$ cat src/hdl/prbpm_pkg.sv
package prbpm_pkg;

	localparam int PAGE_BYTES  = 4096;
	localparam int MAX_PAGES   = 16;
	localparam int BATCH_RESET = 1;

	localparam int CFG_IDX_W = 1;
	localparam int CFG_DAT_W = 16;

	localparam logic [4:0] PAGES_RESET = 5'd16;

	localparam logic [CFG_IDX_W-1:0] REG_PAGES_IN_USE    = 1'b0;
	localparam logic [CFG_IDX_W-1:0] REG_BATCH_THRESHOLD = 1'b1;

	localparam logic OP_WRITE = 1'b0;
	localparam logic OP_READ  = 1'b1;

	typedef struct packed {
		logic load;
		logic rd;
		logic pad;
		logic place;
		logic refuse;
	} prbpm_cmd_t;

	typedef struct packed {
		logic is_read;
		logic fits;
		logic crosses;
	} prbpm_stat_t;

endpackage

$ cat src/hdl/prbpm_ctrl.sv
module prbpm_ctrl (
	input  logic                  clk,
	input  logic                  arst_n,
	input  logic                  start,
	input  prbpm_pkg::prbpm_stat_t stat,
	output prbpm_pkg::prbpm_cmd_t  cmd,
	output logic                  busy,
	output logic                  done
);

	typedef enum logic [1:0] {
		ST_IDLE,
		ST_EVAL,
		ST_RECHECK
	} state_t;

	state_t state_q;
	state_t state_nxt;
	logic   done_q;

	always_comb begin
		cmd       = '0;
		state_nxt = state_q;
		unique case (state_q)
			ST_IDLE: begin
				if (start) begin
					cmd.load  = 1'b1;
					state_nxt = ST_EVAL;
				end
			end
			ST_EVAL: begin
				priority if (stat.is_read) begin
					cmd.rd    = 1'b1;
					state_nxt = ST_IDLE;
				end else if (!stat.fits) begin
					cmd.refuse = 1'b1;
					state_nxt  = ST_IDLE;
				end else if (stat.crosses) begin
					cmd.pad   = 1'b1;
					state_nxt = ST_RECHECK;
				end else begin
					cmd.place = 1'b1;
					state_nxt = ST_IDLE;
				end
			end
			ST_RECHECK: begin
				if (stat.fits) begin
					cmd.place = 1'b1;
				end else begin
					cmd.refuse = 1'b1;
				end
				state_nxt = ST_IDLE;
			end
			default: begin
				state_nxt = ST_IDLE;
			end
		endcase
	end

	always_ff @(posedge clk or negedge arst_n) begin
		if (!arst_n) begin
			state_q <= ST_IDLE;
			done_q  <= 1'b0;
		end else begin
			state_q <= state_nxt;
			done_q  <= cmd.rd | cmd.place | cmd.refuse;
		end
	end

	assign busy = (state_q != ST_IDLE);
	assign done = done_q;

endmodule

$ cat src/hdl/prbpm_datapath.sv
module prbpm_datapath #(
	parameter int PAGE_BYTES = prbpm_pkg::PAGE_BYTES,
	parameter int MAX_PAGES  = prbpm_pkg::MAX_PAGES
) (
	input  logic                                 clk,
	input  logic                                 arst_n,
	input  prbpm_pkg::prbpm_cmd_t                cmd,
	output prbpm_pkg::prbpm_stat_t               stat,
	input  logic                                 op,
	input  logic [12:0]                          record_bytes,
	input  logic [15:0]                          consumed_items,
	input  logic [15:0]                          consumed_bytes,
	input  logic                                 cfg_we,
	input  logic [prbpm_pkg::CFG_IDX_W-1:0]      cfg_index,
	input  logic [prbpm_pkg::CFG_DAT_W-1:0]      cfg_data,
	output logic                                 accepted,
	output logic [15:0]                          record_offset,
	output logic                                 padded,
	output logic [15:0]                          pad_offset,
	output logic [15:0]                          fill_bytes,
	output logic                                 batch_ready
);

	localparam int PAGE_LOG = $clog2(PAGE_BYTES);
	localparam int PTR_W    = PAGE_LOG + $clog2(MAX_PAGES);
	localparam int CW       = ((PTR_W > 16) ? PTR_W : 16) + 1;
	localparam logic [10:0]      MAXP      = 11'(MAX_PAGES);
	localparam logic [PTR_W-1:0] PAGE_SZ   = PTR_W'(PAGE_BYTES);
	localparam logic [PTR_W-1:0] PAGE_MASK = PTR_W'(PAGE_BYTES - 1);
	localparam logic [CW-1:0]    PAGE_CW   = CW'(PAGE_BYTES);

	logic [4:0]       pages_q;
	logic [15:0]      thr_q;
	logic [PTR_W-1:0] wp_q;
	logic [PTR_W-1:0] rp_q;
	logic [15:0]      cnt_q;

	logic             op_q;
	logic [12:0]      len_q;
	logic [15:0]      items_q;
	logic [15:0]      bytes_q;

	logic             acc_q;
	logic [15:0]      rec_off_q;
	logic             pad_q;
	logic [15:0]      pad_off_q;
	logic [15:0]      fill_q;
	logic             ready_q;

	logic [10:0]      n_cl;
	logic [3:0]       plog;
	logic [PTR_W:0]   mask_w;
	logic [PTR_W-1:0] mask;

	logic [PTR_W-1:0] head;
	logic [PTR_W-1:0] tail;
	logic [PTR_W-1:0] space;
	logic [PTR_W-1:0] next_page;
	logic [PTR_W-1:0] placed_head;
	logic [PTR_W-1:0] fill_now;
	logic [PTR_W-1:0] new_tail;
	logic [CW-1:0]    room;
	logic [15:0]      cnt_inc;
	logic [15:0]      cnt_dec;

	always_comb begin
		n_cl = 11'(pages_q);
		if (n_cl > MAXP) begin
			n_cl = MAXP;
		end
		if (n_cl == 11'd0) begin
			n_cl = 11'd1;
		end
		plog = 4'd0;
		for (int i = 0; i < 11; i++) begin
			if (n_cl[i]) begin
				plog = 4'(i);
			end
		end
		mask_w = ((PTR_W+1)'(1) << (5'(PAGE_LOG) + 5'(plog))) - (PTR_W+1)'(1);
		mask   = mask_w[PTR_W-1:0];
	end

	assign head        = wp_q & mask;
	assign tail        = rp_q & mask;
	assign space       = (tail - head - PTR_W'(1)) & mask;
	assign room        = PAGE_CW - CW'(head & PAGE_MASK);
	assign next_page   = ((head & ~PAGE_MASK) + PAGE_SZ) & mask;
	assign placed_head = (head + PTR_W'(len_q)) & mask;
	assign fill_now    = (head - tail) & mask;
	assign new_tail    = (CW'(bytes_q) > CW'(fill_now)) ? head
	                   : ((tail + PTR_W'(bytes_q)) & mask);
	assign cnt_inc     = (cnt_q == 16'hFFFF) ? cnt_q : cnt_q + 16'd1;
	assign cnt_dec     = (items_q > cnt_q) ? 16'd0 : cnt_q - items_q;

	assign stat.is_read = (op_q == prbpm_pkg::OP_READ);
	assign stat.fits    = (CW'(len_q) <= CW'(space));
	assign stat.crosses = (CW'(len_q) > room);

	always_ff @(posedge clk or negedge arst_n) begin
		if (!arst_n) begin
			pages_q <= prbpm_pkg::PAGES_RESET;
			thr_q   <= 16'(prbpm_pkg::BATCH_RESET);
			wp_q    <= '0;
			rp_q    <= '0;
			cnt_q   <= '0;
		end else begin
			if (cfg_we) begin
				unique case (cfg_index)
					prbpm_pkg::REG_PAGES_IN_USE:    pages_q <= cfg_data[4:0];
					prbpm_pkg::REG_BATCH_THRESHOLD: thr_q   <= cfg_data[15:0];
					default: ;
				endcase
			end
			if (cmd.pad) begin
				wp_q <= next_page;
			end
			if (cmd.place) begin
				wp_q  <= placed_head;
				cnt_q <= cnt_inc;
			end
			if (cmd.rd) begin
				rp_q  <= new_tail;
				cnt_q <= cnt_dec;
			end
		end
	end

	always_ff @(posedge clk) begin
		if (cmd.load) begin
			op_q      <= op;
			len_q     <= record_bytes;
			items_q   <= consumed_items;
			bytes_q   <= consumed_bytes;
			pad_q     <= 1'b0;
			pad_off_q <= '0;
		end
		if (cmd.pad) begin
			pad_q     <= 1'b1;
			pad_off_q <= 16'(head);
		end
		if (cmd.place) begin
			acc_q     <= 1'b1;
			rec_off_q <= 16'(head);
			fill_q    <= 16'((placed_head - tail) & mask);
			ready_q   <= (cnt_inc >= thr_q);
		end
		if (cmd.refuse) begin
			acc_q     <= 1'b0;
			rec_off_q <= '0;
			fill_q    <= 16'(fill_now);
			ready_q   <= 1'b0;
		end
		if (cmd.rd) begin
			acc_q     <= 1'b1;
			rec_off_q <= '0;
			fill_q    <= 16'((head - new_tail) & mask);
			ready_q   <= 1'b0;
		end
	end

	assign accepted      = acc_q;
	assign record_offset = rec_off_q;
	assign padded        = pad_q;
	assign pad_offset    = pad_off_q;
	assign fill_bytes    = fill_q;
	assign batch_ready   = ready_q;

endmodule

$ cat src/hdl/paged_ring_buffer_pointer_manager.sv
// done is registered from the final command, in ST_EVAL or, after a pad, in ST_RECHECK.
// start is taken only in ST_IDLE, so a new word waits while busy; the space check
// and the pad move share one pointer datapath, stepped by the controller.
// done is high for one cycle and the results are valid with it; the receiver cannot stall.
// Reset: head, tail and item count clear; pages_in_use resets to 16, batch_threshold to 1.
module paged_ring_buffer_pointer_manager #(
	parameter int PAGE_BYTES = prbpm_pkg::PAGE_BYTES,
	parameter int MAX_PAGES  = prbpm_pkg::MAX_PAGES
) (
	input  logic                             clk,
	input  logic                             arst_n,
	input  logic                             start,
	output logic                             busy,
	input  logic                             op,
	input  logic [12:0]                      record_bytes,
	input  logic [15:0]                      consumed_items,
	input  logic [15:0]                      consumed_bytes,
	output logic                             done,
	output logic                             accepted,
	output logic [15:0]                      record_offset,
	output logic                             padded,
	output logic [15:0]                      pad_offset,
	output logic [15:0]                      fill_bytes,
	output logic                             batch_ready,
	input  logic                             cfg_valid,
	output logic                             cfg_ready,
	input  logic [prbpm_pkg::CFG_IDX_W-1:0]  cfg_index,
	input  logic [prbpm_pkg::CFG_DAT_W-1:0]  cfg_data
);

	prbpm_pkg::prbpm_cmd_t  cmd;
	prbpm_pkg::prbpm_stat_t stat;

	assign cfg_ready = 1'b1;

	prbpm_ctrl u_ctrl (
		.clk    (clk),
		.arst_n (arst_n),
		.start  (start),
		.stat   (stat),
		.cmd    (cmd),
		.busy   (busy),
		.done   (done)
	);

	prbpm_datapath #(
		.PAGE_BYTES (PAGE_BYTES),
		.MAX_PAGES  (MAX_PAGES)
	) u_dp (
		.clk            (clk),
		.arst_n         (arst_n),
		.cmd            (cmd),
		.stat           (stat),
		.op             (op),
		.record_bytes   (record_bytes),
		.consumed_items (consumed_items),
		.consumed_bytes (consumed_bytes),
		.cfg_we         (cfg_valid & cfg_ready),
		.cfg_index      (cfg_index),
		.cfg_data       (cfg_data),
		.accepted       (accepted),
		.record_offset  (record_offset),
		.padded         (padded),
		.pad_offset     (pad_offset),
		.fill_bytes     (fill_bytes),
		.batch_ready    (batch_ready)
	);

endmodule

$ cat config.mk
export PLATFORM = sky130hd
export DESIGN_NAME = paged_ring_buffer_pointer_manager
export DESIGN_NICKNAME = d
export VERILOG_FILES = /design/src/hdl/prbpm_pkg.sv /design/src/hdl/prbpm_ctrl.sv /design/src/hdl/prbpm_datapath.sv /design/src/hdl/paged_ring_buffer_pointer_manager.sv
export SDC_FILE = /design/constraint.sdc
export NUM_CORES = 1
export LEC_CHECK = 0
export BUFFER_PORTS_ARGS = -buffer_cell sky130_fd_sc_hd__buf_2
export CORE_MARGIN = 2
export CORE_UTILIZATION = 55
export CTS_CLUSTER_SIZE = 24
export DETAILED_ROUTE_END_ITERATION = 10
export PLACE_DENSITY = 0.77
export SYNTH_ARGS = -nofsm -noshare
export SYNTH_HDL_FRONTEND = slang
export SYNTH_SLANG_ARGS = --single-unit
$ cat constraint.sdc
create_clock -name clk -period 8.5 [get_ports clk]
set_input_delay 1.7 -clock clk [delete_from_list [all_inputs] [get_ports clk]]
set_output_delay 1.7 -clock clk [all_outputs]
set_load 0.03 [all_outputs]
[Word level (Yosys, flattened, before mapping)]
Index checks and enable logic that the tools add are counted.
Cells by class
  muxes and demuxes: 42
  eq/ne operators: 4
  bitwise gates (word level): 12
  reduce and logical (&&, ||, !) cells: 11
  add/sub/neg operators: 13
  order comparisons: 6
  shift-type cells: 1
Operators by type and width (count)
  $mux 16: 12
  $and 16x16->16: 9
  $sub 16x16->16: 5
  $mux 4: 9
  $gt 16x16->1: 2
  $gt 13x17->1: 1
  $add 16x1->16 const B: 1
  $add 16x13->16: 1
  $add 16x13->16 const B: 1
  $add 16x16->16: 1
  $eq 16x16->1 const B: 1
  $ge 16x16->1: 1
  $le 13x16->1: 1
  $shl 1x5->16 const A: 1
  $sub 16x1->16 const B: 1
  $sub 16x2->16 const B: 1
  $sub 13x12->14 const A: 1
  $mux 2: 6
  $logic_not 11->1: 1
  $mux 11: 1
  $mux 1: 10
  $reduce_bool 2->1: 5
  $pmux 2 s2: 2
  $add 4x4->5 const A: 1
  12 further kinds: 14
Word-level totals
  output and inout bits: 54
  register bits: 169
  word-level logic and storage cells: 106
  input bits: 67

[Depth between registers and ports, before layout]
  word-level depth: 28
  gate-level depth with buffers: 37
  gate-level depth less buffers: 36

[Modules after synthesis]
Synthesis repeated with hierarchy kept, for this count alone.
Unflattened totals
  cells, all modules: 1508
  area, all modules: 13471.7 um2
By module, submodules not included
  prbpm_datapath: instances 1, cells each 1479, seq. area each 4426.7 um2, area an instance 13218.9 um2
  prbpm_ctrl: instances 1, cells each 27, seq. area each 75.1 um2, area an instance 241.5 um2
  paged_ring_buffer_pointer_manager: instances 1, cells each 2, seq. area each 0.0 um2, area an instance 11.3 um2

[Least setup slack after synthesis]
OpenSTA, ideal clock, no wires.
  path type: reg2reg
  from: register u_dp.pages_q[4]
  to: register u_dp.fill_q[13] (netlist: u_dp.fill_bytes[13]), data pin
  data arrival time: 7.787 ns
  setup time: 0.257 ns
  stages on the path, launching flop included: 36
  required time: 8.243 ns
  slack: 0.456 ns
  clock period less this slack: 8.044 ns
  buffers on the path: 6
  path through: dfstp_2 clkbuf_1 or3_1 clkbuf_1 or2_2 clkbuf_1 and2_1 ha_1 clkbuf_1 and3_1 a221o_1 a21oi_1 xnor2_1 nand2_1 ha_1 nand4_1 or3_1 a211o_1 and4_1 nor2_4 clkbuf_1 clkbuf_1 a21oi_1 ha_1 a21oi_1 o21ai_1 a211o_1 a211oi_1 o31ai_1 o211ai_2 a32oi_1 o21ai_1 a221oi_2 or3_1 o211a_1 a32o_1
Between the ends
  word-level cells in the longest chain between the ends: 27
  elaborated cells on any way between the ends: 41
  classes of those cells: add/sub (9); order compare (3); shift (1); mux (19); bitwise (8); reduce/logical (1)
Ends and longest elaborated chain
  start: declaration: line prbpm_datapath.sv:32  | logic [4:0] pages_q;
  start signal: assignment: line prbpm_datapath.sv:102  | pages_q <= prbpm_pkg::PAGES_RESET;
  start signal: assignment: line prbpm_datapath.sv:110  | prbpm_pkg::REG_PAGES_IN_USE: pages_q <= cfg_data[4:0];
  $gt 5x5->1: line prbpm_datapath.sv:68  | if (n_cl > MAXP) begin
  $mux 5 (*): line prbpm_datapath.sv:68
  $logic_not 11->1: line prbpm_datapath.sv:71  | if (n_cl == 11'd0) begin
  $mux 11 (*): line prbpm_datapath.sv:71
  $mux 1: line prbpm_datapath.sv:76  | if (n_cl[i]) begin
  $mux 4 (2 in a row): line prbpm_datapath.sv:76
  $mux 4 (*) (7 in a row): line prbpm_datapath.sv:76
  $add 4x4->5 (*): line prbpm_datapath.sv:80  | mask_w = ((PTR_W+1)'(1) << (5'(PAGE_LOG) + 5'(plog))) - (PTR_W+1)'(1);
  [4 not listed]
  $sub 16x1->16: line prbpm_datapath.sv:86  | assign space = (tail - head - PTR_W'(1)) & mask;
  $and 16x16->16: line prbpm_datapath.sv:86
  $le 13x16->1: line prbpm_datapath.sv:97  | assign stat.fits = (CW'(len_q) <= CW'(space));
  $mux 1: line prbpm_ctrl.sv:35, prbpm_ctrl.sv:47
  $mux 3: line prbpm_ctrl.sv:32  | priority if (stat.is_read) begin
  $pmux 2 s2: line prbpm_ctrl.sv:24  | unique case (state_q)
  $mux 16: line prbpm_datapath.sv:148  | if (cmd.refuse) begin
  $mux 16 (*): line prbpm_datapath.sv:154  | if (cmd.rd) begin
  end signal: assignment: line prbpm_datapath.sv:145  | fill_q <= 16'((placed_head - tail) & mask);
  end signal: assignment: line prbpm_datapath.sv:151  | fill_q <= 16'(fill_now);
  end signal: assignment: line prbpm_datapath.sv:157  | fill_q <= 16'((head - new_tail) & mask);
  end: declaration: line prbpm_datapath.sv:47  | logic [15:0] fill_q;
Mark *: on every way between the ends. The rest lies on a longest branch, timed or not. The select of a mux whose other input is x is not followed.
A chain may end at the register's enable or synchronous reset.

[Worst setup path after layout]
  from: register u_dp.wp_q[0]
  to: register u_dp.fill_q[13] (netlist: u_dp.fill_bytes[13]), data pin
Between the ends
  word-level cells in the longest chain between the ends: 10
  elaborated cells on any way between the ends: 21
  classes of those cells: add/sub (6); order compare (2); mux (7); bitwise (6)
Ends and longest elaborated chain
  start: declaration: line prbpm_datapath.sv:34  | logic [PTR_W-1:0] wp_q;
  start signal: assignment: line prbpm_datapath.sv:116  | wp_q <= next_page;
  start signal: assignment: line prbpm_datapath.sv:119  | wp_q <= placed_head;
  $and 16x16->16 (*): line prbpm_datapath.sv:84  | assign head = wp_q & mask;
  $sub 16x16->16: line prbpm_datapath.sv:86
  $sub 16x1->16: line prbpm_datapath.sv:86
  $and 16x16->16: line prbpm_datapath.sv:86
  $le 13x16->1: line prbpm_datapath.sv:97
  $mux 1: line prbpm_ctrl.sv:35, prbpm_ctrl.sv:47
  $mux 3: line prbpm_ctrl.sv:32
  $pmux 2 s2: line prbpm_ctrl.sv:24
  $mux 16: line prbpm_datapath.sv:148
  $mux 16 (*): line prbpm_datapath.sv:154
Marks and branches as above.

==> results.yml <==
routing:
  wl_per_cell_um: 19.3
  ant_nets: 0
  drc: 0
  drtIter0Drc: 897
  vias: 11778
  via_per_inst: 5.96
  firstDrtPassIters: 7
  routed_wl_um: 38200
cts:
  cts.clk_slew.worst_paths_ps: 80
  htreeDepth: 4
  clock_latency_ps: 460
  cts_tree: "done"
  cts_buffer_depth: 2
  hold_buffers: 0
  numCtsBuffers: 17
  cts_root_buf: "clkbuf_16"
  cts.sinks: 168
yosys:
  yosysWarnings: 0
  ys_seq_elements: 168
  async_flop_share_pct: 42.3
  yosys.area.top_type_share_pct: 17.1
  yosys_most_used_dff: "edfxtp_1"
  synth_fp_nets: 1790
  yosysSeqAreaShare_pct: 32.9
  synth-edff-count: 78
  synth_area_per_cell_um2: 8.81
  post_synth_inst_count: 1554
  synth_area_um2: 13700
  yosysUniqueCellTypes: 88
  synth_commonest_cells: "162 x ha_1, 139 x nand2_1, 131 x a21oi_1"
  synth.largest_area_cell: "edfxtp_1"
  ys_top_cells_by_area: "edfxtp_1 17%, ha_1 15%, dfrtp_1 13%, a21oi_1 4.8%, xnor2_1 4.6%"
  synth.most_common_cell: "ha_1"
floorplanning:
  initial_core_util_pct: 56.2
  die_h_um: 162
  core_um2: 24400
  io-pin-count: 121
  die_x_um: 162
  rows: 57
  die_area_um2: 26200
timing:
  fin_crit_sh_pct: 93.0
  fin_crit_ps: 7900
  relSlewSlack_pct: 40.9
  maxSlewViolCount: 0
  worst_slew_pin_slew_ps: 887
  setup_viol: 0
  skew_ps: 15.5
  fmax_ghz: 0.127
  final-hold-violation-count: 0
  hold_slack_ps: 455
hold_path:
  min_from: "u_dp.record_offset[7]"
  min_to: "u_dp.record_offset[7]"
  holdPathStages: 2
  hold_class: "reg2reg"
global_route:
  antenna_found_initial: 0
  grt_max_degree: 53
  grt.overflow.total: 0
  grt_usage_pct: 29.2
  grt_first_pass_wirelength_um: 60100
  grt_pass1_vias: 11682
critical_path:
  critPathSlowestCell: "dfrtp_1"
  cpPeakStageDelay_ps: 460
  worstPathArrival_ps: 8110
  critPathKind: "reg2reg"
  endpoint_kind: "flop"
  path_buf_inv: 2
  worstPathRequired_ps: 8710
  critPathLaunchType: "flop"
  r2r_end: "u_dp.fill_bytes[13]"
  rr_startpoint: "u_dp.wp_q[0]"
  cp_max_fo: 8
  cp_top_family: "compound AO/OA/AOI/OAI gates"
  reg2reg_setup_slack_ps: 600
  r2r_cells: 35
  crit_top_cell: "a21oi_1"
layout:
  regArea_um2: 4500
  num_antenna_cells: 0
  multiInputGateArea_um2: 8480
  fillers: 2146
  drive_gt1_share_pct: 14.2
  fin_nets: 1876
  finalInstanceArea_um2: 15200
  area_growth_syn_to_layout_pct: 11.3
status:
  status: "completed"
place:
  finalWeightedCongestion: 0.928
  dp_hpwl_um: 29000
  port_buffers: 119
  place_area_um2: 14600
flow_run:
  max-cap-violations: 0
[layer usage]
layer  share of wire, %  vias to the layer above  global-route usage [%]
met5                  0                        -                       0
met4                6.1                        0                    17.5
met3                3.6                      131                    3.42
met2                 50                      387                    52.7
met1                 40                     5529                    33.3
li1                   -                     5731                       -
[what timing repair did]
item / CTS / global route
buffers inserted: 0 / 0
gates resized for setup: 0 / 12
endpoints found under the setup margin: 0 / 6
[worst max-delay path by stage]
stage,cells after the start,slack [ps],startpoint,end
6_report,35,600,u_dp.wp_q[0],u_dp.fill_bytes[13]
3_3_place_gp,35,470,u_dp.wp_q[0],u_dp.fill_bytes[14]
4_1_cts,35,210,u_dp.wp_q[0],u_dp.fill_bytes[14]
5_1_grt,35,-60,u_dp.wp_q[0],u_dp.fill_bytes[14]
2_1_floorplan,35,460,u_dp.pages_q[4],u_dp.fill_bytes[13]
3_5_place_dp,35,270,u_dp.wp_q[0],u_dp.fill_bytes[14]
[final cells by class]
cell class	instances	share of cell area (%)
Tap cell	324	2.66
Sequential cell	168	29.5
Clock buffer	18	2.95
Multi-Input combinational cell	1187	55.6
Timing Repair Buffer	138	4.86
Clock inverter	14	1.21
Inverter	128	3.16
[layout by cell type, fill, tap and decap left out, drive strengths merged, types with 10 or more instances in the layout]
master	instances
nand3	33
nor2b	30
o21ai	99
nor2	112
or3	17
and3	10
a31oi	11
xnor2	72
nand4	20
clkbuf	18
o211ai	10
edfxtp	78
dfxtp	19
nand2	140
and2	24
dfrtp	69
a21o	38
buf	138
a211oi	18
inv	137
mux2	21
xor2	27
o21a	15
a21oi	135
ha	162
nor3	35
a22o	11
mux2i	17
[flip-flops by register name, indices dropped and copies added (netlist names), 2 cells and up]
name and cells:
u_dp.bytes_q 16, u_dp.record_offset 16, u_dp.rp_q 16, u_dp.cnt_q 16, u_dp.items_q 16, u_dp.len_q 13
u_dp.thr_q 16, u_dp.fill_bytes 16, u_dp.wp_q 16, u_dp.pad_offset 16, u_ctrl.state_q 2, u_dp.pages_q 4
[tightest hold or removal path, stage by stage, from the launching register on]
cell	delay, ps
dfxtp_1	310
nand2_1	50
a21oi_1	50
[per-stage QoR]
step | setup TNS [ps] | utilization [%] | std cells | setup slack (ps)
2_1_floorplan | 0 | - | 1554 | 456
3_3_place_gp | 0 | 59.7 | 1945 | 471
3_5_place_dp | 0 | 59.7 | 1945 | 271
4_1_cts | 0 | 62.3 | 1977 | 215
5_1_grt | -73.1 | 62.5 | 1977 | -63.8
6_report | 0 | 62.5 | 1977 | 599
[cells by family (layout without fill, tap and decap cells)]
kind of cell    count (synthesis)  after routing  synth area share (%)
simple gates                  462            462                  16.6
compound gates                417            417                  19.7
buf+inv                       199            298                  5.65
fa+ha+maj                     170            170                  15.9
flops                         168            168                  32.9
xor+xnor                       99             99                  6.33
mux                            38             38                  2.97
other cells                     1              1                0.0274
Power is not shown: default switching activity piles up to over one toggle a cycle in this logic, so the estimate is an artifact.
